$ cat src/vfcm_pkg.sv
// Shared constants, types, face table and address helpers of the voxel mesher.
package vfcm_pkg;

  localparam int SIZE_X = 16;
  localparam int SIZE_Y = 64;
  localparam int SIZE_Z = 16;

  localparam int OP_W   = 2;
  localparam int X_W    = 4;
  localparam int Y_W    = 6;
  localparam int Z_W    = 4;
  localparam int TYPE_W = 8;
  localparam int SIDE_W = 2;
  localparam int VX_W   = 5;
  localparam int VY_W   = 7;
  localparam int VZ_W   = 5;
  localparam int TILE_W = 4;

  localparam int NUM_REGS  = 4;
  localparam int CFG_AW    = 2;
  localparam int NUM_FACES = 6;
  localparam int FACE_VERTS = 6;
  localparam int FACE_IDX_W = 3;

  localparam int BLK_DEPTH = SIZE_X * SIZE_Y * SIZE_Z;
  localparam int BLK_AW    = $clog2(BLK_DEPTH);
  localparam int YZ_DEPTH  = SIZE_Y * SIZE_Z;
  localparam int XY_DEPTH  = SIZE_X * SIZE_Y;
  localparam int BRD_DEPTH = (YZ_DEPTH > XY_DEPTH) ? YZ_DEPTH : XY_DEPTH;
  localparam int BRD_AW    = $clog2(BRD_DEPTH);
  localparam int BRD_W     = 4;

  localparam logic [TYPE_W-1:0] RESET_TYPE = 8'd6;

  typedef enum logic [OP_W-1:0] {
    OP_WRITE_BLOCK  = 2'd0,
    OP_WRITE_BORDER = 2'd1,
    OP_MESH         = 2'd2
  } op_e;

  typedef enum logic [SIDE_W-1:0] {
    SIDE_LEFT  = 2'd0,
    SIDE_RIGHT = 2'd1,
    SIDE_FRONT = 2'd2,
    SIDE_BACK  = 2'd3
  } side_e;

  typedef enum logic [CFG_AW-1:0] {
    REG_LEFT_PRESENT  = 2'd0,
    REG_RIGHT_PRESENT = 2'd1,
    REG_FRONT_PRESENT = 2'd2,
    REG_BACK_PRESENT  = 2'd3
  } reg_idx_e;

  // face order of the exposure mask and of the emitted vertices
  localparam int FACE_LEFT   = 0;
  localparam int FACE_RIGHT  = 1;
  localparam int FACE_FRONT  = 2;
  localparam int FACE_BACK   = 3;
  localparam int FACE_TOP    = 4;
  localparam int FACE_BOTTOM = 5;

  typedef struct packed {
    logic [X_W-1:0]       x;
    logic [Y_W-1:0]       y;
    logic [Z_W-1:0]       z;
    logic [TYPE_W-1:0]    btype;
    logic [NUM_FACES-1:0] exposed;
  } mesh_job_t;

  // corner entry: {dx, dy, dz, u, v}
  localparam logic [4:0] FACE_TAB [NUM_FACES][FACE_VERTS] = '{
    '{5'b00001, 5'b00111, 5'b01000, 5'b01000, 5'b00111, 5'b01110},
    '{5'b10011, 5'b11010, 5'b10101, 5'b11010, 5'b11100, 5'b10101},
    '{5'b00101, 5'b10111, 5'b01100, 5'b01100, 5'b10111, 5'b11110},
    '{5'b00011, 5'b01010, 5'b10001, 5'b01010, 5'b11000, 5'b10001},
    '{5'b01000, 5'b01101, 5'b11010, 5'b11010, 5'b01101, 5'b11111},
    '{5'b00000, 5'b10001, 5'b00110, 5'b10001, 5'b10111, 5'b00110}
  };

  function automatic logic [BLK_AW-1:0] blk_addr(logic [X_W-1:0] x, logic [Y_W-1:0] y,
                                                 logic [Z_W-1:0] z);
    int unsigned a;
    a = (32'(x) * SIZE_Y + 32'(y)) * SIZE_Z + 32'(z);
    return a[BLK_AW-1:0];
  endfunction

  function automatic logic [BRD_AW-1:0] yz_addr(logic [Y_W-1:0] y, logic [Z_W-1:0] z);
    int unsigned a;
    a = 32'(y) * SIZE_Z + 32'(z);
    return a[BRD_AW-1:0];
  endfunction

  function automatic logic [BRD_AW-1:0] xy_addr(logic [X_W-1:0] x, logic [Y_W-1:0] y);
    int unsigned a;
    a = 32'(x) * SIZE_Y + 32'(y);
    return a[BRD_AW-1:0];
  endfunction

endpackage

$ cat src/vfcm_emit.sv
// Vertex emitter: walks exposed faces and table corners into the output register.
module vfcm_emit import vfcm_pkg::*; (
  input  logic              clk_i,
  input  logic              rst_ni,
  input  logic              job_valid_i,
  output logic              job_ready_o,
  input  mesh_job_t         job_i,
  output logic              out_valid_o,
  input  logic              out_ready_i,
  output logic [VX_W-1:0]   vert_x_o,
  output logic [VY_W-1:0]   vert_y_o,
  output logic [VZ_W-1:0]   vert_z_o,
  output logic              tex_u_o,
  output logic              tex_v_o,
  output logic [TILE_W-1:0] tile_col_o,
  output logic [TILE_W-1:0] tile_row_o,
  output logic              last_o
);

  function automatic logic [FACE_IDX_W-1:0] first_set(logic [NUM_FACES-1:0] m);
    logic [FACE_IDX_W-1:0] r;
    r = '0;
    for (int i = NUM_FACES - 1; i >= 0; i--) begin
      if (m[i]) r = FACE_IDX_W'(i);
    end
    return r;
  endfunction

  logic                  active_q;
  logic [FACE_IDX_W-1:0] face_q;
  logic [2:0]            k_q;
  logic [NUM_FACES-1:0]  mask_q;
  mesh_job_t             job_q;

  logic [NUM_FACES-1:0]  rem;
  logic [4:0]            corner;
  logic                  advance, face_end, last_vert;

  assign job_ready_o = !active_q;
  assign advance     = active_q && (!out_valid_o || out_ready_i);
  assign rem         = mask_q & ~(NUM_FACES'(1) << face_q);
  assign face_end    = (32'(k_q) == FACE_VERTS - 1);
  assign last_vert   = face_end && (rem == '0);
  assign corner      = FACE_TAB[face_q][k_q];

  always_ff @(posedge clk_i or negedge rst_ni) begin
    if (!rst_ni) begin
      active_q    <= 1'b0;
      out_valid_o <= 1'b0;
    end else begin
      if (advance) out_valid_o <= 1'b1;
      else if (out_ready_i) out_valid_o <= 1'b0;
      if (job_valid_i && !active_q) active_q <= 1'b1;
      else if (advance && last_vert) active_q <= 1'b0;
    end
  end

  always_ff @(posedge clk_i) begin
    if (job_valid_i && !active_q) begin
      job_q  <= job_i;
      mask_q <= job_i.exposed;
      face_q <= first_set(job_i.exposed);
      k_q    <= '0;
    end else if (advance) begin
      if (face_end) begin
        k_q    <= '0;
        mask_q <= rem;
        face_q <= first_set(rem);
      end else begin
        k_q <= k_q + 1'b1;
      end
    end
    if (advance) begin
      vert_x_o   <= VX_W'(job_q.x) + VX_W'(corner[4]);
      vert_y_o   <= VY_W'(job_q.y) + VY_W'(corner[3]);
      vert_z_o   <= VZ_W'(job_q.z) + VZ_W'(corner[2]);
      tex_u_o    <= corner[1];
      tex_v_o    <= corner[0];
      tile_col_o <= job_q.btype[TILE_W-1:0];
      tile_row_o <= job_q.btype[TYPE_W-1:TILE_W];
      last_o     <= last_vert;
    end
  end

endmodule

$ cat config.mk
export PLATFORM = sky130hd
export DESIGN_NAME = vfcm_emit
export DESIGN_NICKNAME = d
export VERILOG_FILES = /design/src/vfcm_pkg.sv /design/src/vfcm_emit.sv
export SDC_FILE = /design/constraint.sdc
export NUM_CORES = 1
export LEC_CHECK = 0
export BUFFER_PORTS_ARGS = -buffer_cell sky130_fd_sc_hd__buf_2
export CAP_MARGIN = 15
export CORE_UTILIZATION = 35
export CTS_CLUSTER_DIAMETER = 30
export DETAILED_ROUTE_END_ITERATION = 16
export PLACE_DENSITY_LB_ADDON = 0.08
export SYNTH_ARGS = -nofsm -noshare
export SYNTH_HDL_FRONTEND = slang
export SYNTH_SLANG_ARGS = --single-unit
$ cat constraint.sdc
create_clock -name clk_i -period 2.42 [get_ports clk_i]
set_clock_uncertainty 0.15 [all_clocks]
set_input_delay 0.484 -clock clk_i [delete_from_list [all_inputs] [get_ports clk_i]]
set_output_delay 0.484 -clock clk_i [all_outputs]
set_load 0.1 [all_outputs]
==> flow_metrics.py, run 1 <==
metrics = {
    "logic_synthesis": {
        "synth.area.top_cells": "edfxtp_1 (61%), ha_1 (6.9%), nand2_1 (2.6%)",
        "ys_seq_elements": 64,
        "yosysMostFrequentCell": "edfxtp_1",
        "synth_xor_area_share_pct": 2.718,
        "synth_compound_area_share_pct": 9.836,
        "yosys.area.top_type": "edfxtp_1",
        "syn_area_sq_um": 2900,
        "synth.avg_cell_area_sq_um": 13.18,
        "synth_simple_gate_area_share_pct": 11.39,
        "syn_nets": 268,
        "synthCells": 220,
        "synthTopCellsByCount": "edfxtp_1 (59), nand2_1 (20), ha_1 (16)",
        "synth_ff_type": "edfxtp_1",
        "yosysWarnings": 0,
        "synth_top_family_by_area": "simple AND/OR/NAND/NOR gates",
        "synth_edf_count": 59,
        "seq_area_frac_synth_pct": 64.88,
        "async_flop_share_pct": 3.125,
        "synth_fa_ha_area_share_pct": 6.903,
        "yosysTopAreaCellShare_pct": 61.09,
        "ys_types": 47,
        "synthMuxAreaShare_pct": 1.424,
    },
    "routing": {
        "ant_nets": 0,
        "vias": 1940,
        "drtIter0Drc": 79,
        "wl_per_cell_um": 14.03,
        "drtPass1Iterations": 4,
        "finalWirelength_um": 5723,
        "via_per_inst": 4.755,
        "route.detailed.drc": 0,
    },
    "setup_path": {
        "crit_path_end_kind": "register",
        "critPathSlowestCell": "edfxtp_1",
        "critPathLaunchType": "register",
        "r2r_end": "vert_z_o[4]$_DFFE_PP_",
        "path_cells": "inv_2, ha_4, mux2_4, a221oi_4, o32ai_2, ha_2, ha_4, and3_4",
        "path_buf_inv": 1,
        "critPathKind": "register to register",
        "critPathTopFamily": "adder cells",
        "rrSetupSlack_ns": 0.02,
        "r2r-start": "face_q[0]$_DFFE_PP_",
        "slowest_delay_ns": 0.42,
        "cp_max_fo": 4,
        "cp_common_cell": "ha_4",
        "reg2reg_depth": 8,
        "required_ns": 2.36,
        "crit_arrival_ns": 2.34,
    },
    "worst_hold_path": {
        "min_to": "job_q[12]$_DFFE_PP_",
        "hold_path.class": "primary input to register",
        "min_from": "job_i[12]",
        "hold_depth": 1,
    },
    "clocking": {
        "h-tree-depth": 3,
        "root_buffer": "clkbuf_8",
        "clk_path_buf_depth": 2,
        "clk_pin_slew_ns": 0.07,
        "cts.sinks": 64,
        "numCtsBuffers": 9,
        "cts_tree": "done",
        "clk_latency_ns": 0.33,
    },
    "final_layout": {
        "syn_to_final_growth_pct": 29.64,
        "final_area_sq_um": 3760,
        "final_nets": 349,
        "fillers": 724,
        "seqCellArea_sq_um": 1882,
        "multi_input_area_sq_um": 1054,
        "fin_util_pct": 47.67,
        "antenna_cells": 0,
        "drive_above_1_share_pct": 38.24,
    },
    "placement": {
        "port_buffers": 61,
        "place_area_sq_um": 3401,
        "post-dp-hpwl_um": 4024,
        "gp_congestion": 0.8019,
    },
    "global_routing": {
        "antenna_found_initial": 0,
        "globalRoute.busiestLayer": "met2",
        "grt_pass1_vias": 1860,
        "grt_pass1_wl_um": 9121,
        "track_usage_pct": 14.32,
        "use_met3_pct": 5.203,
        "met2_usage_pct": 22.86,
        "met1_usage_pct": 17.71,
        "grt.overflow.total": 0,
        "grt_max_degree": 35,
    },
    "timing": {
        "worstMarginPinSlew_ns": 0.5560,
        "rsz0062_at_grt": "true",
        "setup_viol": 0,
        "min_period_ns": 2.399,
        "slew-limit-headroom_pct": 62.88,
        "slew_viol_final": 0,
        "finalHoldViolations": 0,
        "finalSetupTns_ns": 0,
        "timing.fmax_ghz": 0.4169,
        "fin_crit_sh_pct": 99.11,
    },
    "pwr": {
        "powerDensity_nw_per_um2": 932.2,
        "ir_worst_vdd_mv": 0.4421,
        "p_leak_nw": 1.495,
    },
    "run": {
        "drv_cap": 0,
    },
    "floorplanning": {
        "core_sq_um": 7888,
        "die_w_um": 93.03,
        "rows": 32,
        "fp.dieArea_sq_um": 8655,
        "die_height_um": 93.03,
        "start_util_pct": 36.77,
        "ioPinCount": 62,
    },
    "run_status": {
        "outcome": "completed",
    },
}
-- layout by cell type (no fill, tap or decap), types with 3 or more instances in the layout --
| cell | netlist | routed |
|---|---|---|
| dfxtp_1 | 3 | 3 |
| o21ai_0 | 14 | 12 |
| buf_2 | 3 | 61 |
| xnor2_1 | 6 | 6 |
| nand3_1 | 10 | 9 |
| edfxtp_1 | 59 | 59 |
| ha_2 | 0 | 3 |
| a21oi_1 | 7 | 6 |
| o22ai_1 | 3 | 3 |
| nor2_1 | 12 | 12 |
| xor2_1 | 3 | 3 |
| inv_1 | 11 | 10 |
| mux2i_1 | 3 | 3 |
| nand2_1 | 20 | 19 |
| ha_1 | 16 | 9 |
| clkbuf_8 | 0 | 9 |
| buf_4 | 0 | 14 |
| ha_4 | 0 | 4 |
| nand2b_1 | 9 | 9 |
-- repair_timing --
action | in CTS | in global routing
hold buffers | 1 | 0
endpoints found under the hold margin | 2 | 0
setup buffers | 0 | 1
pin swaps | 1 | 8
resized for setup | 1 | 23
setup endpoints to repair | 1 | 13
-- cell type report --
cell class              instances  area share (%)
clock buffers                   9           3.295
clock inverters                 7           2.562
inverters                      12           1.198
multi-input cells             137           28.02
flip-flops and latches         64           50.05
well taps                     102           3.394
repair buffers                 77           11.48
-- power by group --
group	switching [mW]	internal [mW]	leakage, nW	total, mW
registers	0.0782	1.34	0.599	1.41
logic	0.782	0.312	0.794	1.09
clock network	0.417	0.579	0.103	0.996
total	1.28	2.23	1.50	3.51
-- metrics by stage --
step | total power, mW | setup WS, ns | instances | hold WS, ns
finish | 3.505 | 0.02144 | 408 | 0.1709
global route | 3.693 | -0.04034 | 408 | 0.1330
CTS | 3.467 | 0.002173 | 407 | 0.1420
detailed placement | 2.444 | 0.004072 | 390 | 0.1385
global placement | 2.453 | 0.02571 | 390 | 0.1381
floorplan | 2.233 | -0.02977 | 220 | 0.03841
-- worst max path at each step --
stage,startpoint,to,slack [ns],cells after the start
after floorplan,face_q[0]$_DFFE_PP_,vert_z_o[4]$_DFFE_PP_,-0.03,8
after global placement,face_q[0]$_DFFE_PP_,vert_z_o[4]$_DFFE_PP_,0.03,8
after detailed placement,face_q[0]$_DFFE_PP_,vert_z_o[4]$_DFFE_PP_,0.004,8
after CTS,face_q[0]$_DFFE_PP_,vert_z_o[4]$_DFFE_PP_,0.002,8
after global routing,face_q[0]$_DFFE_PP_,vert_z_o[4]$_DFFE_PP_,-0.04,8
final,face_q[0]$_DFFE_PP_,vert_z_o[4]$_DFFE_PP_,0.02,8
-- registers in the layout, indices dropped and copies added (netlist names) --
signal       flops
active_q         1
face_q           3
job_q           22
k_q              3
last_o           1
mask_q           6
out_valid_o      1
tex_u_o          1
tex_v_o          1
tile_col_o       4
tile_row_o       4
vert_x_o         5
vert_y_o         7
vert_z_o         5
-- kinds of logic (layout without fill, tap and decap cells) --
logic type,Yosys count,count (layout)
xor+xnor,9,9
simple gates,65,65
mux,4,4
flops,64,64
buf+inv,19,105
compound gates,43,43
fa+ha+maj,16,16
-- metal layers --
layer,wire [um],up-vias
met2,2823,57
li1,-,981
met4,30,0
met3,327,4
met1,2543,898
met5,0,-
No activity file was read; power rests on OpenSTA's default activity.
==> run 2, diff against run 1 <==
==> constraint.sdc (replaced) <==
create_clock -name clk_i -period 2 [get_ports clk_i]
set_clock_uncertainty 0.15 [all_clocks]
set_input_delay 0.4 -clock clk_i [delete_from_list [all_inputs] [get_ports clk_i]]
set_output_delay 0.4 -clock clk_i [all_outputs]
set_load 0.1 [all_outputs]
==> flow_metrics.py, run 2 (synthesized netlist as in run 1, its figures left out) <==
metrics = {
    "global_routing": {
        "track_usage_pct": 14.76,
        "met2_usage_pct": 24.08,
        "use_met3_pct": 4.309,
        "grt.overflow.total": 0,
        "grt_pass1_wl_um": 9515,
        "grt_max_degree": 35,
        "met1_usage_pct": 18.59,
        "grt_pass1_vias": 1985,
        "antenna_found_initial": 0,
        "globalRoute.busiestLayer": "met2",
    },
    "routing": {
        "drtIter0Drc": 55,
        "wl_per_cell_um": 13.41,
        "route.detailed.drc": 0,
        "finalWirelength_um": 5862,
        "drtPass1Iterations": 4,
        "via_per_inst": 4.632,
        "ant_nets": 0,
        "vias": 2024,
    },
    "final_layout": {
        "regMostFlops": "job_q",
        "syn_to_final_growth_pct": 44.56,
        "fin_util_pct": 53.16,
        "fillers": 693,
        "mostFrequentLayoutCells": "buf_2 (61), edfxtp_1 (59), buf_4 (38)",
        "drive_above_1_share_pct": 51.64,
        "antenna_cells": 0,
        "final_common_cell": "buf_2",
        "reg_top3": "job_q: 22 flops, vert_y_o: 7 flops, mask_q: 6 flops",
        "largest_reg_flops": 22,
        "final_nets": 378,
    },
    "timing": {
        "setup_viol": 18,
        "slew-limit-headroom_pct": 67.08,
        "worstMarginPinSlew_ns": 0.4973,
        "min_period_ns": 2.355,
        "timing.fmax_ghz": 0.4245,
        "finalHoldViolations": 0,
        "setup_ws_ns": -0.3555,
        "fin_crit_sh_pct": 117.8,
        "slew_viol_final": 0,
        "finalSetupTns_ns": -4.404,
        "rsz0062_at_grt": "true",
    },
    "worst_hold_path": {
        "min_from": "job_i[12]",
        "min_to": "job_q[12]$_DFFE_PP_",
        "hold_path.class": "primary input to register",
        "hold_depth": 1,
    },
    "setup_path": {
        "critPathTopFamily": "adder cells",
        "r2r_end": "vert_z_o[4]$_DFFE_PP_",
        "rrSetupSlack_ns": -0.36,
        "critPathKind": "register to register",
        "slowest_delay_ns": 0.42,
        "critPathSlowestCell": "edfxtp_1",
        "r2r-start": "face_q[0]$_DFFE_PP_",
        "critPathLaunchType": "register",
        "reg2reg_depth": 8,
        "cp_max_fo": 4,
        "cp_common_cell": "ha_4",
        "crit_arrival_ns": 2.31,
        "crit_path_end_kind": "register",
        "path_cells": "inv_2, ha_4, mux2_4, a221oi_4, o32ai_2, ha_2, ha_4, and3_4",
        "required_ns": 1.95,
        "path_buf_inv": 1,
    },
    "floorplanning": {
        "fp.dieArea_sq_um": 8655,
        "start_util_pct": 36.77,
        "die_height_um": 93.03,
        "core_sq_um": 7888,
        "die_w_um": 93.03,
        "rows": 32,
        "ioPinCount": 62,
    },
    "pwr": {
        "ir_worst_vdd_mv": 0.5574,
        "p_leak_nw": 1.685,
        "powerDensity_nw_per_um2": 1083,
    },
    "clocking": {
        "clk_pin_slew_ns": 0.08,
        "h-tree-depth": 3,
        "clk_latency_ns": 0.34,
        "cts_tree": "done",
        "clk_path_buf_depth": 2,
        "root_buffer": "clkbuf_8",
        "cts.sinks": 64,
        "numCtsBuffers": 9,
    },
    "run": {
        "drv_cap": 0,
    },
    "placement": {
        "gp_congestion": 0.7758,
        "port_buffers": 61,
        "post-dp-hpwl_um": 4305,
    },
    "run_status": {
        "outcome": "finished, violations left",
        "failed_checks": "negative setup slack",
    },
}
run 2: changes by cell type in the layout (fill, tap and decap cells not counted), moves of 3 or more:
cell     previous run  this run
buf_6               1         5
nor2_2              0         3
inv_1              10         7
nor2_1             12         8
ha_1                9         5
ha_4                4         9
buf_4              14        38
nand3_2             1         4
nand3_1             9         4
run 2: area by class of cell:
class	count	area [sq um]	area share, %
multi-input combinational	137	1221	29.13
sequential	64	1884	44.94
tap	102	127.6	3.044
clock inverter	7	105.1	2.507
inverter	12	53.80	1.283
clock buffer	9	123.9	2.954
timing repair buffer	106	676.9	16.14
run 2: how the worst max path moves through the flow:
stage,start,end,slack (ns),depth (start not counted)
after floorplan,face_q[0]$_DFFE_PP_,vert_z_o[4]$_DFFE_PP_,-0.37,8
after global placement,face_q[0]$_DFFE_PP_,vert_z_o[4]$_DFFE_PP_,-0.34,8
after detailed placement,face_q[0]$_DFFE_PP_,vert_z_o[4]$_DFFE_PP_,-0.37,8
after CTS,face_q[0]$_DFFE_PP_,vert_z_o[4]$_DFFE_PP_,-0.37,8
after global routing,face_q[0]$_DFFE_PP_,vert_z_o[4]$_DFFE_PP_,-0.45,8
final,face_q[0]$_DFFE_PP_,vert_z_o[4]$_DFFE_PP_,-0.36,8
run 2: power by group:
part	switching (mW)	internal [mW]
clock	0.530	0.716
sequential	0.0790	1.62
combinational	1.04	0.561
run 2: layer usage:
| metal | share of wire, % | vias to the layer above | routed length, um |
|---|---|---|---|
| met1 | 47 | 926 | 2775 |
| li1 | - | 1038 | - |
| met2 | 47 | 50 | 2765 |
| met3 | 4.1 | 10 | 238 |
| met4 | 1.4 | 0 | 82 |
| met5 | 0 | - | 0 |
run 2: repair_timing:
item / CTS / global route
endpoints found under the setup margin: 21 / 32
gates resized for setup: 19 / 22
hold buffers: 1 / 0
pin swaps: 6 / 7
endpoints found under the hold margin: 2 / 0
buffers inserted: 7 / 3
run 2: per-stage QoR:
| stage | hold WS, ns | power (mW) | instance area, sq um | setup WS, ns | std cells |
|---|---|---|---|---|---|
| after global placement | 0.03823 | 3.184 | 3675 | -0.3408 | 412 |
| after CTS | 0.06763 | 4.521 | 4059 | -0.3675 | 435 |
| final | 0.08198 | 4.542 | 4193 | -0.3555 | 437 |
| after detailed placement | 0.03637 | 3.179 | 3675 | -0.3679 | 412 |
| after floorplan | -0.04559 | 2.771 | 3017 | -0.3701 | 220 |
| after global routing | 0.05916 | 4.755 | 4193 | -0.4453 | 437 |
run 2: worst reg2reg max path, cell delays in order (launching register included):
cell	delay (ns)
edfxtp_1	0.42
inv_2	0.14
ha_4	0.21
mux2_4	0.29
a221oi_4	0.27
o32ai_2	0.12
ha_2	0.21
ha_4	0.16
and3_4	0.15
