`src/vfcm_pkg.sv`:
```
// Shared constants, types, face table and address helpers of the voxel mesher.
package vfcm_pkg;

  localparam int SIZE_X = 16;
  localparam int SIZE_Y = 64;
  localparam int SIZE_Z = 16;

  localparam int OP_W   = 2;
  localparam int X_W    = 4;
  localparam int Y_W    = 6;
  localparam int Z_W    = 4;
  localparam int TYPE_W = 8;
  localparam int SIDE_W = 2;
  localparam int VX_W   = 5;
  localparam int VY_W   = 7;
  localparam int VZ_W   = 5;
  localparam int TILE_W = 4;

  localparam int NUM_REGS  = 4;
  localparam int CFG_AW    = 2;
  localparam int NUM_FACES = 6;
  localparam int FACE_VERTS = 6;
  localparam int FACE_IDX_W = 3;

  localparam int BLK_DEPTH = SIZE_X * SIZE_Y * SIZE_Z;
  localparam int BLK_AW    = $clog2(BLK_DEPTH);
  localparam int YZ_DEPTH  = SIZE_Y * SIZE_Z;
  localparam int XY_DEPTH  = SIZE_X * SIZE_Y;
  localparam int BRD_DEPTH = (YZ_DEPTH > XY_DEPTH) ? YZ_DEPTH : XY_DEPTH;
  localparam int BRD_AW    = $clog2(BRD_DEPTH);
  localparam int BRD_W     = 4;

  localparam logic [TYPE_W-1:0] RESET_TYPE = 8'd6;

  typedef enum logic [OP_W-1:0] {
    OP_WRITE_BLOCK  = 2'd0,
    OP_WRITE_BORDER = 2'd1,
    OP_MESH         = 2'd2
  } op_e;

  typedef enum logic [SIDE_W-1:0] {
    SIDE_LEFT  = 2'd0,
    SIDE_RIGHT = 2'd1,
    SIDE_FRONT = 2'd2,
    SIDE_BACK  = 2'd3
  } side_e;

  typedef enum logic [CFG_AW-1:0] {
    REG_LEFT_PRESENT  = 2'd0,
    REG_RIGHT_PRESENT = 2'd1,
    REG_FRONT_PRESENT = 2'd2,
    REG_BACK_PRESENT  = 2'd3
  } reg_idx_e;

  // face order of the exposure mask and of the emitted vertices
  localparam int FACE_LEFT   = 0;
  localparam int FACE_RIGHT  = 1;
  localparam int FACE_FRONT  = 2;
  localparam int FACE_BACK   = 3;
  localparam int FACE_TOP    = 4;
  localparam int FACE_BOTTOM = 5;

  typedef struct packed {
    logic [X_W-1:0]       x;
    logic [Y_W-1:0]       y;
    logic [Z_W-1:0]       z;
    logic [TYPE_W-1:0]    btype;
    logic [NUM_FACES-1:0] exposed;
  } mesh_job_t;

  // corner entry: {dx, dy, dz, u, v}
  localparam logic [4:0] FACE_TAB [NUM_FACES][FACE_VERTS] = '{
    '{5'b00001, 5'b00111, 5'b01000, 5'b01000, 5'b00111, 5'b01110},
    '{5'b10011, 5'b11010, 5'b10101, 5'b11010, 5'b11100, 5'b10101},
    '{5'b00101, 5'b10111, 5'b01100, 5'b01100, 5'b10111, 5'b11110},
    '{5'b00011, 5'b01010, 5'b10001, 5'b01010, 5'b11000, 5'b10001},
    '{5'b01000, 5'b01101, 5'b11010, 5'b11010, 5'b01101, 5'b11111},
    '{5'b00000, 5'b10001, 5'b00110, 5'b10001, 5'b10111, 5'b00110}
  };

  function automatic logic [BLK_AW-1:0] blk_addr(logic [X_W-1:0] x, logic [Y_W-1:0] y,
                                                 logic [Z_W-1:0] z);
    int unsigned a;
    a = (32'(x) * SIZE_Y + 32'(y)) * SIZE_Z + 32'(z);
    return a[BLK_AW-1:0];
  endfunction

  function automatic logic [BRD_AW-1:0] yz_addr(logic [Y_W-1:0] y, logic [Z_W-1:0] z);
    int unsigned a;
    a = 32'(y) * SIZE_Z + 32'(z);
    return a[BRD_AW-1:0];
  endfunction

  function automatic logic [BRD_AW-1:0] xy_addr(logic [X_W-1:0] x, logic [Y_W-1:0] y);
    int unsigned a;
    a = 32'(x) * SIZE_Y + 32'(y);
    return a[BRD_AW-1:0];
  endfunction

endpackage

```
`src/vfcm_ctrl.sv`:
```
// Request sequencer: clearing pass, store writes and neighbor reads for a mesh request.
module vfcm_ctrl import vfcm_pkg::*; (
  input  logic                clk_i,
  input  logic                rst_ni,
  input  logic                in_valid_i,
  output logic                in_ready_o,
  input  logic [OP_W-1:0]     op_i,
  input  logic [X_W-1:0]      cell_x_i,
  input  logic [Y_W-1:0]      cell_y_i,
  input  logic [Z_W-1:0]      cell_z_i,
  input  logic [TYPE_W-1:0]   block_type_i,
  input  logic [SIDE_W-1:0]   border_side_i,
  input  logic [NUM_REGS-1:0] present_i,
  output logic                job_valid_o,
  input  logic                job_ready_i,
  output mesh_job_t           job_o,
  output logic                blk_we_o,
  output logic [BLK_AW-1:0]   blk_waddr_o,
  output logic [TYPE_W-1:0]   blk_wdata_o,
  output logic [BLK_AW-1:0]   blk_raddr_o,
  input  logic [TYPE_W-1:0]   blk_rdata_i,
  output logic                brd_we_o,
  output logic [BRD_AW-1:0]   brd_waddr_o,
  output logic [BRD_W-1:0]    brd_wmask_o,
  output logic [BRD_W-1:0]    brd_wdata_o,
  output logic [BRD_AW-1:0]   brd_raddr_o,
  input  logic [BRD_W-1:0]    brd_rdata_i
);

  typedef enum logic [3:0] {
    S_CLEAR = 4'b0001,
    S_IDLE  = 4'b0010,
    S_READ  = 4'b0100,
    S_DONE  = 4'b1000
  } state_e;

  state_e state_q, state_d;
  logic [BLK_AW-1:0]    clr_q;
  logic [2:0]           step_q;
  logic [X_W-1:0]       cx_q;
  logic [Y_W-1:0]       cy_q;
  logic [Z_W-1:0]       cz_q;
  logic [TYPE_W-1:0]    type_q;
  logic [NUM_FACES-1:0] nz_q;
  logic [BRD_W-1:0]     bord_q;

  logic accept, x_ok, y_ok, z_ok, yz_side;
  logic edge_xl, edge_xh, edge_yl, edge_yh, edge_zl, edge_zh;
  logic [X_W-1:0] nx;
  logic [Y_W-1:0] ny;
  logic [Z_W-1:0] nz;
  logic [NUM_FACES-1:0] exposed;
  logic job_pending;

  assign in_ready_o = (state_q == S_IDLE);
  assign accept     = in_valid_i & in_ready_o;

  assign x_ok    = 32'(cell_x_i) < SIZE_X;
  assign y_ok    = 32'(cell_y_i) < SIZE_Y;
  assign z_ok    = 32'(cell_z_i) < SIZE_Z;
  assign yz_side = (side_e'(border_side_i) == SIDE_LEFT) ||
                   (side_e'(border_side_i) == SIDE_RIGHT);

  assign edge_xl = (cx_q == '0);
  assign edge_xh = (32'(cx_q) == SIZE_X - 1);
  assign edge_yl = (cy_q == '0);
  assign edge_yh = (32'(cy_q) == SIZE_Y - 1);
  assign edge_zl = (cz_q == '0);
  assign edge_zh = (32'(cz_q) == SIZE_Z - 1);

  // neighbor address per read step; edges fall back to the center cell
  always_comb begin
    nx = cx_q;
    ny = cy_q;
    nz = cz_q;
    case (step_q)
      3'(FACE_LEFT + 1):   nx = edge_xl ? cx_q : cx_q - 1'b1;
      3'(FACE_RIGHT + 1):  nx = edge_xh ? cx_q : cx_q + 1'b1;
      3'(FACE_FRONT + 1):  nz = edge_zh ? cz_q : cz_q + 1'b1;
      3'(FACE_BACK + 1):   nz = edge_zl ? cz_q : cz_q - 1'b1;
      3'(FACE_TOP + 1):    ny = edge_yh ? cy_q : cy_q + 1'b1;
      3'(FACE_BOTTOM + 1): ny = edge_yl ? cy_q : cy_q - 1'b1;
      default: ;
    endcase
  end

  assign blk_raddr_o = blk_addr(nx, ny, nz);
  assign brd_raddr_o = (step_q == '0) ? yz_addr(cy_q, cz_q) : xy_addr(cx_q, cy_q);

  always_comb begin
    exposed[FACE_LEFT]   = edge_xl ? (!present_i[REG_LEFT_PRESENT] || !bord_q[SIDE_LEFT])
                                   : nz_q[FACE_LEFT];
    exposed[FACE_RIGHT]  = edge_xh ? (!present_i[REG_RIGHT_PRESENT] || !bord_q[SIDE_RIGHT])
                                   : nz_q[FACE_RIGHT];
    exposed[FACE_FRONT]  = edge_zh ? (!present_i[REG_FRONT_PRESENT] || !bord_q[SIDE_FRONT])
                                   : nz_q[FACE_FRONT];
    exposed[FACE_BACK]   = edge_zl ? (!present_i[REG_BACK_PRESENT] || !bord_q[SIDE_BACK])
                                   : nz_q[FACE_BACK];
    exposed[FACE_TOP]    = edge_yh || nz_q[FACE_TOP];
    exposed[FACE_BOTTOM] = edge_yl || nz_q[FACE_BOTTOM];
  end

  assign job_pending = (type_q != '0) && (|exposed);
  assign job_valid_o = (state_q == S_DONE) && job_pending;
  assign job_o       = '{x: cx_q, y: cy_q, z: cz_q, btype: type_q, exposed: exposed};

  // store write port: clearing pass or a write request
  always_comb begin
    blk_we_o    = 1'b0;
    blk_waddr_o = blk_addr(cell_x_i, cell_y_i, cell_z_i);
    blk_wdata_o = block_type_i;
    brd_we_o    = 1'b0;
    brd_waddr_o = yz_side ? yz_addr(cell_y_i, cell_z_i) : xy_addr(cell_x_i, cell_y_i);
    brd_wmask_o = BRD_W'(1) << border_side_i;
    brd_wdata_o = {BRD_W{block_type_i != '0}};
    if (state_q == S_CLEAR) begin
      blk_we_o    = 1'b1;
      blk_waddr_o = clr_q;
      blk_wdata_o = RESET_TYPE;
      brd_we_o    = 32'(clr_q) < BRD_DEPTH;
      brd_waddr_o = clr_q[BRD_AW-1:0];
      brd_wmask_o = '1;
      brd_wdata_o = '1;
    end else if (accept) begin
      case (op_e'(op_i))
        OP_WRITE_BLOCK:  blk_we_o = x_ok && y_ok && z_ok;
        OP_WRITE_BORDER: brd_we_o = yz_side ? (y_ok && z_ok) : (x_ok && y_ok);
        default: ;
      endcase
    end
  end

  always_comb begin
    state_d = state_q;
    case (state_q)
      S_CLEAR: if (32'(clr_q) == BLK_DEPTH - 1) state_d = S_IDLE;
      S_IDLE: begin
        if (accept && op_e'(op_i) == OP_MESH && x_ok && y_ok && z_ok) state_d = S_READ;
      end
      S_READ:  if (step_q == 3'(NUM_FACES + 1)) state_d = S_DONE;
      S_DONE:  if (!job_pending || job_ready_i) state_d = S_IDLE;
      default: state_d = S_IDLE;
    endcase
  end

  always_ff @(posedge clk_i or negedge rst_ni) begin
    if (!rst_ni) begin
      state_q <= S_CLEAR;
      clr_q   <= '0;
      step_q  <= '0;
    end else begin
      state_q <= state_d;
      if (state_q == S_CLEAR) clr_q <= clr_q + 1'b1;
      if (state_q == S_READ) step_q <= step_q + 1'b1;
      else step_q <= '0;
    end
  end

  // read data lands in the cycle after its address step
  always_ff @(posedge clk_i) begin
    if (accept) begin
      cx_q <= cell_x_i;
      cy_q <= cell_y_i;
      cz_q <= cell_z_i;
    end
    if (state_q == S_READ) begin
      if (step_q == 3'd1) begin
        type_q              <= blk_rdata_i;
        bord_q[SIDE_LEFT]   <= brd_rdata_i[SIDE_LEFT];
        bord_q[SIDE_RIGHT]  <= brd_rdata_i[SIDE_RIGHT];
      end
      if (step_q == 3'd2) begin
        bord_q[SIDE_FRONT]  <= brd_rdata_i[SIDE_FRONT];
        bord_q[SIDE_BACK]   <= brd_rdata_i[SIDE_BACK];
      end
      if (step_q >= 3'd2) nz_q[step_q - 3'd2] <= (blk_rdata_i == '0);
    end
  end

endmodule

```
`config.mk`:
```
export PLATFORM = sky130hd
export DESIGN_NAME = vfcm_ctrl
export DESIGN_NICKNAME = d
export VERILOG_FILES = /design/src/vfcm_pkg.sv /design/src/vfcm_ctrl.sv
export SDC_FILE = /design/constraint.sdc
export NUM_CORES = 1
export LEC_CHECK = 0
export BUFFER_PORTS_ARGS = -buffer_cell sky130_fd_sc_hd__buf_2
export CAP_MARGIN = 30
export CORE_UTILIZATION = 51
export CTS_BUF_LIST = sky130_fd_sc_hd__clkbuf_2
export DETAILED_ROUTE_END_ITERATION = 8
export GPL_ROUTABILITY_DRIVEN = 0
export MAX_ROUTING_LAYER = met4
export PLACE_DENSITY_LB_ADDON = 0.25
export SYNTH_ARGS = -nofsm -noshare
export SYNTH_HDL_FRONTEND = slang
export SYNTH_SLANG_ARGS = --single-unit
```
`constraint.sdc`:
```
create_clock -name clk_i -period 2.3 [get_ports clk_i]
set_input_delay 0.46 -clock clk_i [delete_from_list [all_inputs] [get_ports clk_i]]
set_output_delay 0.46 -clock clk_i [all_outputs]
set_load 0.02 [all_outputs]
```
==> out/summary.md, run 1 <==
After technology mapping, the gate count stands at 398. The tool reported: "[ERROR DPL-0038] Utilization greater than 100%, impossible to legalize". The total number of clock tree sinks is 53, and the number of distinct standard cells referenced by the synthesized netlist is 55. For this run, the number of Yosys warnings is 0. The run gives 52.8% as the starting density of the core.

The count of pins on the block boundary was 142. The die is 85.6 um tall. The stage at which the run stopped was global routing (5_1_grt). The die is 85.6 um wide. After the last repair the worst path ends at a primary output. The number of clock buffers inserted by TritonCTS came out at 5. The number of synthesized register bits works out to 53. The run stopped with a tool error. The H-tree was split into 2 levels. The net count of the mapped netlist is 460, and the deepest clock path buffer count is 2. The synthesized design contains 32 enable-type register cells.

After legalization and detailed placement, the total HPWL measured 7.64 mm. The tools report the worst endpoint from the post-global-route timing repair as job_valid_o. The proportion of register bits with asynchronous set or reset after synthesis was 39.6%. The flip-flop cell with the highest count after synthesis was edfxtp_1. The placement row count is 30, and the number of buffers inserted by port buffering is 141.

Yosys attributes the largest share of cell area to edfxtp_1 (27%), dfrtp_1 (14%), nand2_1 (8.1%). Sequential-to-total area share from yosys stat: 41.7%. A synthesized cell averages 8.96 um2. The area fraction of the dominant cell type after synthesis was 26.9%.

After synthesis the cells add up to 0.00357 mm2. Master cell of the clock root buffer: clkbuf_2. The biggest area contributor in the post-synthesis netlist is edfxtp_1.

Largest net degree at the start of global routing: 22. The cell total after placement is 629.
==> cell usage after synthesis (9+ instances only) <==
cell and count:
nand2_1 77, edfxtp_1 32, o21ai_0 31, nor2_1 26
dfrtp_1 20, inv_1 17, ha_1 16, mux2i_1 15
clkbuf_1 13, nor3_1 13, a21oi_1 12, xnor2_1 10
nand3_1 9, nor2b_1 9
==> per-stage QoR <==
stage	hold slack [ps]	instance area [um2]	setup TNS (ps)	setup slack, ps
floorplan	164	3580	-11.0	-11.0
global placement	443	4540	-44.6	-44.6
detailed placement	444	4540	-13.1	-13.1
CTS	166	5990	-7600	-371
==> timing repair <==
| action | in CTS |
|---|---|
| endpoints found under the hold margin | 20 |
| buffers inserted | 49 |
| pin swaps | 72 |
| gates cloned | 6 |
| resized for setup | 287 |
| hold buffers | 1 |
| endpoints found under the setup margin | 66 |
==> cell families after synthesis <==
logic type                 Yosys count  synth area share (%)
AOI/OAI and AO/OA                   68                  11.4
adders and majority gates           16                  5.61
xor gates and xnor gates            16                  3.93
muxes                               21                  6.11
buffers and inverters               38                  4.42
DFF                                 53                  41.7
and+or+nand+nor                    186                  26.8
==> inputs of run 2 (changes only) <==
CORE_UTILIZATION = 40   (was 51)
CTS_BUF_LIST = unset   (was sky130_fd_sc_hd__clkbuf_2)
MAX_ROUTING_LAYER = unset   (was met4)
PLACE_DENSITY_LB_ADDON = 0.15   (was 0.25)
==> out/summary.md, run 2 <==
The run finished, with violations left. The final reports fail on setup timing. The aggregate global-route resource usage came out at 25.1%. At the pin with the least slew margin, the transition time is 592 ps. The number of buffers inserted by port buffering was 141 (unchanged). The number of enable flip-flop cells after synthesis came out at 32 (unchanged). The library cell used most frequently in the layout, excluding fill and tap cells, is buf_2. Critical path's slowest cell: or4_4. The synthesized instance count is 398 (unchanged), and the power per unit of standard cell area is 680 mW/mm2. In this run the standard cell core region covers 0.00868 mm2. For the leakage power figure, the log shows 2.62 nW.

For the starting density of the core, the log shows 41.1% (-12 points). Setup violations remaining at the end of the flow were counted as 18. The area fraction of the dominant cell type after synthesis is 26.9% (unchanged). The library cells used most frequently in the layout, excluding fill and tap cells, are buf_2 (113), nand2_1 (71), buf_4 (66). Setup repair after global routing could not meet its margin everywhere. The number of vias per cell was 5.33. The sequential-to-total area share from yosys stat is 41.7% (unchanged).

The placed wire-length estimate came out at 7.95 mm (+4.0%). The H-tree level count came out at 2 (unchanged). clr_q holds more flip-flops than any other register. After routing, the total negative slack on setup checks comes to -1650 ps. The number of distinct standard cells referenced by the synthesized netlist came out at 55 (unchanged). Cell type group with the largest total delay on the critical path: simple AND/OR/NAND/NOR gates.

The deepest clock path buffer count was 2 (unchanged). The fraction of the core area covered by cells at the end of the flow came out at 66.3%. The run gives 0 (-1) as the count of hold-fix buffers inserted at cts. The cell repeated most along the worst path was and3_4. Mean instance size in the synthesized netlist: 8.96 um2 (unchanged). The worst path in the final design needs a cycle of 2540 ps, including I/O delays and setup. The fraction of final layout cells sized beyond drive strength 1 is 52.8%, and the required time of the worst setup path is 1840 ps. In this run the clock root is driven by a clkbuf_8. After detailed routing, the average wire length per cell comes to 16.7 um. The register with the most flip-flops in the layout has 14 of them. The tools report the placement row count as 34 (+13%). For this run, design rule violations remaining after detail routing come to 0.

By area the synthesized netlist is led by edfxtp_1 (27%), dfrtp_1 (14%), nand2_1 (8.1%). The Yosys warning count is 0 (unchanged), and the synthesized area is 0.00357 mm2 (unchanged). In this run the remaining antenna-violating nets after routing total 0. The run gives 0.00930 mm2 as the overall die area. The setup clock skew after layout was 2.68 ps. Summing internal, switching and leakage power gives 3.91 mW. The number of clock buffers inserted by TritonCTS was 5 (unchanged); the via count of the routed design was 3,776. The buffering stage count on the worst path with inverters included works out to 1.

VDD sags by at most 385 uV. The worst setup path is captured at an output port. Clock-pin slew was measured on the worst setup and hold paths at 90 ps. The y dimension of the die works out to 96.4 um (+13%). By count the netlist is led by nand2_1 (77), edfxtp_1 (32), o21ai_0 (31). The share of the clock period used by the worst path came out at 110%. The leading area contributor after synthesis was edfxtp_1.

The count of pins on the block boundary was 142 (unchanged); the final count of hold timing violations was 0. At the later pin of the worst-skew pair, clock insertion delay measures 300 ps. For this run the aggregate overflow at the end of global routing stands at 0.

Number of DRC markers in iteration 0: 148. TritonCTS built the clock tree. The run gives 2080 ps as the endpoint arrival time on the critical path. The largest registers in the layout are clr_q x14, type_q x8. The summed area of non-filler cells in the final layout is 0.00575 mm2, and the highest cell delay on the worst timing path is 450 ps. The first detailed-routing pass ran for 4 iterations. The type of the worst setup path was reg2out. The worst pin sits at a relative slew slack of 60.5%.

The number of synthesized register bits came out at 53 (unchanged). Number of global-route vias before repair: 3,491. The maximum clock rate was 394 MHz.

The tools report the post-placement cell area as 0.00457 mm2 (+0.61%). Across the run, the number of max-cap violations was 0. The area growth from synthesis to layout is 61.3%. The width of the die is 96.4 um (+13%), and the largest net degree at the start of global routing is 22.

The most used flip-flop cell after synthesis is edfxtp_1. The final worst-path setup slack is -239 ps, and the aggregate routed wire length is 11.8 mm. Class of the worst hold path: in2async.

In this run the worst path has a maximum fanout of 2. The first-pass GRT wire length was 17.7 mm; the net total in the final layout was 661. For the count of inserted antenna diode cells, the log shows 0. For the net count of the mapped netlist, the log shows 460 (unchanged). Final count of pins violating max slew: 0.

The number of antenna violations at the first check in global routing is 0. Total number of clock tree sinks: 53 (unchanged). The worst setup path is launched from a flip-flop. In the post-synthesis netlist, the cell with the most instances is nand2_1. The tools report the smallest hold slack as 101 ps. The proportion of register bits with asynchronous set or reset after synthesis came out at 39.6% (unchanged). The critical path goes through ha_2 > and3_4 > and3_4 > or4_4 > nor2_4 > nor2_2 > buf_6.
[run 2: cell counts after synthesis]
No cell type changed its count.
[run 2: cells by family after synthesis]
group	Yosys count	synth area share [%]
simple gates	186	26.8
compound gates	68	11.4
flops	53	41.7
buf+inv	38	4.42
mux	21	6.11
xor+xnor	16	3.93
fa+ha+maj	16	5.61
[run 2: path summary, 6_finish.rpt]
| check | cells past startpoint | start | endpoint | slack, ps |
|---|---|---|---|---|
| min in group clk_i | 1 | brd_rdata_i[2] | bord_q[2] | 330 |
| setup reg to reg | 6 | cy_q[0] | state_q[1] | 290 |
| max in group asynchronous | 1 | rst_ni | state_q[0] | 1850 |
| setup / recovery | 7 | cy_q[0] | job_valid_o | -240 |
| hold / removal | 1 | rst_ni | step_q[2] | 100 |
| hold reg to reg | 1 | clr_q[6] | clr_q[6] | 520 |
[run 2: area by class of cell]
type | count | area, um2
clock buffers | 5 | 68.8
clock inverters | 3 | 41.3
well taps | 108 | 135
fillers | 696 | 2930
flip-flops and latches | 53 | 1500
multi-input cells | 308 | 2430
repair buffers | 214 | 1510
inverters | 17 | 73.8
[run 2: where the power goes]
group / internal [mW] / switching (mW) / leakage [nW]
Clock: 0.321 / 0.300 / 0.0518
Combinational: 0.960 / 1.11 / 1.99
Sequential: 1.11 / 0.107 / 0.584
[run 2: per-layer routing]
layer / GRT usage [%] / up-vias / part of all wire (%)
met5: 0 / - / 0
met4: 8.58 / 0 / 2.8
met3: 2.82 / 20 / 4.3
met2: 43.4 / 119 / 50
met1: 32.8 / 1816 / 42
li1: - / 1821 / -
[run 2: metrics by stage]
stage          instances  setup slack [ps]
3_3_place_gp         656             -51.2
6_report             708              -239
5_1_grt              708              -328
2_1_floorplan        398             -11.0
4_1_cts              697              -233
3_5_place_dp         656             -62.2
[run 2: what timing repair did]
| action | 4_1_cts | 5_1_grt |
|---|---|---|
| buffers inserted | 30 | 12 |
| cloned | 3 | 1 |
| gates resized for setup | 102 | 91 |
| endpoints found under the setup margin | 31 | 42 |
| pin swaps | 28 | 26 |
| endpoints found under the hold margin | 0 | 0 |
(Power assumes the default switching activity.)
==> inputs of run 3 (changes only) <==
==> constraint.sdc (replaced) <==
create_clock -name clk_i -period 2.3 [get_ports clk_i]
set_input_delay 0.345 -clock clk_i [delete_from_list [all_inputs] [get_ports clk_i]]
set_output_delay 0.345 -clock clk_i [all_outputs]
set_load 0.02 [all_outputs]
==> out/summary.md, run 3 (synthesis results as in run 2) <==
The flow ran to the end, but the final reports show violations. The checks that failed: hold timing, setup timing. The final worst-path setup slack was -129 ps (+110 ps). Walking the worst path, the cells encountered are buf_4 > ha_2 > nand3b_1 > mux2i_1 > a21oi_1 > nor3b_1 > o22ai_1 > buf_4. The largest net degree at the start of global routing was 40 (+82%).

The count of final setup violators came out at 3 (-15). The net total in the final layout is 642 (-2.9%). The run gives 7.78 mm (-2.1%) as the placed wire-length estimate. The number of global-route vias before repair was 3,274 (-6.2%). The highest cell delay on the worst timing path was 450 ps (about the same); the worst-path maximum fanout was 4 (+2). Y dimension of the die: 96.4 um (unchanged). Leaving out fill and tap cells, the most frequent cells in the layout are buf_2 (127), nand2_1 (73), buf_4 (54). The count of nets left with antenna violations after detail routing is 0 (unchanged), and the count of fill cells added during filler insertion is 752 (+8.0%). The total of max-cap violations was 0 (unchanged). The deepest clock path buffer count was 2 (unchanged); the aggregate global-route resource usage was 22.3% (-2.9 points).

The layout overhead on the synthesized area was 48.5%. The count of cells along the worst register-to-register path was 7 (+1). The run gives 0 (unchanged) as the count of hold-fix buffers inserted at cts. The share of the clock period used by the worst path is 106% (-4.8 points).

For this design, the slowest cell found on the critical path is edfxtp_1. The clock transition at the register clock pins on the worst setup and hold paths after CTS was 100 ps (about the same). Setup repair after global routing could not meet its margin everywhere. The starting density of the core is 41.1% (unchanged), and the number of remaining DRC errors is 0 (unchanged). For the clock latency reported for the late side of the worst-skew pair, the log shows 310 ps (about the same). The logs give 4 (unchanged) for the detailed-routing iteration count for the pre-antenna-repair pass and 3,639 (-3.6%) for the via count of the routed design. Kind of capture point of the worst setup path: an output port. The actual slew at the worst max-slew pin came out at 615 ps (+23.4 ps). The run gives 6.39 ps (+3.71 ps) as the setup clock skew after layout. The cell sitting at the root of the clock tree is a clkbuf_8. The total number of clock tree sinks came out at 53 (unchanged).

The worst setup path is of the reg2out kind. The tools report the highest ir drop seen on vdd as 411 uV (+6.6%). The fraction of final layout cells sized beyond drive strength 1 was 47.9% (-4.9 points).

The number of buffers inserted by port buffering works out to 141 (unchanged). The final count of pins violating max slew is 0 (unchanged), and the number of vias per cell is 5.29 (-0.83%). The final count of hold timing violations was 2 (+2); the count of pins on the block boundary was 142 (unchanged). The clock period minus worst slack is 2430 ps (-110 ps). The startpoint identified for the worst register-to-register timing path is state_q[0]. The library cell used most frequently in the layout, excluding fill and tap cells, is buf_2. The run gives 0.00868 mm2 (unchanged) as the core region area. TritonCTS built the clock tree. The width of the die works out to 96.4 um (unchanged).

The endpoint arrival time on the critical path is 2080 ps (about the same). The class of the worst hold path is in2async. The routed wire length per instance was 16.2 um (-3.0%); the leakage power figure was 2.46 nW (-6.3%). The required time of the worst setup path was 1960 ps (+120 ps). The cell that appears most often on the critical path is buf_4. STA classifies the critical path startpoint as a flip-flop.

The fraction of the core area covered by cells at the end of the flow is 61.0% (-5.3 points), and the overall die area is 0.00930 mm2 (unchanged). For the number of clock buffers inserted by TritonCTS, the log shows 5 (unchanged). The tools report the worst slew margin relative to its limit as 59.0% (-1.6 points). More flip-flops sit in one register than any other, and that register is clr_q. The tools report the global-route congestion overflow total as 0 (unchanged). Flip-flop count of the largest register after layout: 14 (unchanged). The logs give -0.856 ps (-102 ps) for the smallest hold slack and 11.1 mm (-5.7%) for the aggregate routed wire length.

The tools report the setup slack on the worst flop-to-flop path as 260 ps (-30 ps). The H-tree level count was 2 (unchanged); the maximum clock rate was 412 MHz (+4.5%). The largest registers in the layout are clr_q x14, type_q x8. The critical path ends at blk_raddr_o[3]. The power per unit of standard cell area is 676 mW/mm2 (-0.63%). The first-pass GRT wire length was 15.9 mm (-9.9%); the placement row count was 34 (unchanged). For the number of DRC markers in iteration 0, the log shows 147 (-0.68%). The run gives 0 (unchanged) as the count of inserted antenna diode cells.

The worst reg2reg path endpoint was clr_q[11]. The run gives 0 (unchanged) as the number of antenna violations at the first check in global routing. For the post-route total power, the log shows 3.58 mW (-8.5%). Launch point of the critical path: cz_q[1].
## run 3: worst min-delay path by stage
stage | endpoint | depth (start not counted) | slack, ps
6_report | state_q[3] | 1 | -0.9
5_1_grt | state_q[2] | 1 | 30
4_1_cts | state_q[3] | 1 | 2
3_5_place_dp | state_q[3] | 1 | 340
3_3_place_gp | state_q[3] | 1 | 330
2_1_floorplan | clr_q[0] | 0 | 50
## run 3: repair_timing
action,in CTS,in global routing
resized for setup,55,58
setup endpoints to repair,20,26
buffers inserted,13,19
pin swaps,12,14
cloned,0,3
## run 3: report_power, final
group	switching [mW]	total (mW)	internal, mW
Sequential	0.123	1.23	1.11
Clock	0.308	0.631	0.323
Combinational	0.966	1.71	0.747
## run 3: layout make-up
type / count / area (um2) / share of cell area (%)
Multi-Input combinational cell: 307 / 2240 / 42.4
Clock buffer: 5 / 68.8 / 1.30
Sequential cell: 53 / 1490 / 28.1
Tap cell: 108 / 135 / 2.55
Inverter: 17 / 71.3 / 1.35
Timing Repair Buffer: 196 / 1250 / 23.5
Clock inverter: 2 / 38.8 / 0.733
## run 3: worst max-delay path, delay by kind of cell (launching register included)
family | cells | cell delay [ps]
AO/OA/AOI/OAI | 2 | 190
AND/OR/NAND/NOR | 2 | 390
buffers and inverters | 2 | 350
flip-flops | 1 | 450
adder cells (fa/ha/maj) | 1 | 190
multiplexers | 1 | 230
## run 3: metal layers
layer / wire length (um) / GRT usage (%) / vias up
met5: 0 / 0 / -
met4: 186 / 5.15 / 0
met3: 389 / 2.66 / 16
met2: 5620 / 38.7 / 112
met1: 4930 / 29.7 / 1730
li1: - / - / 1781
## run 3: metrics by stage
step                worst slack (ps)  instance area [um2]  instances  TNS (ps)
floorplan                       67.7                 3570        398         0
global placement                64.3                 4490        648         0
detailed placement              54.1                 4490        648         0
CTS                             -197                 4880        667      -217
global route                    -213                 5300        688      -688
finish                          -129                 5300        688      -259
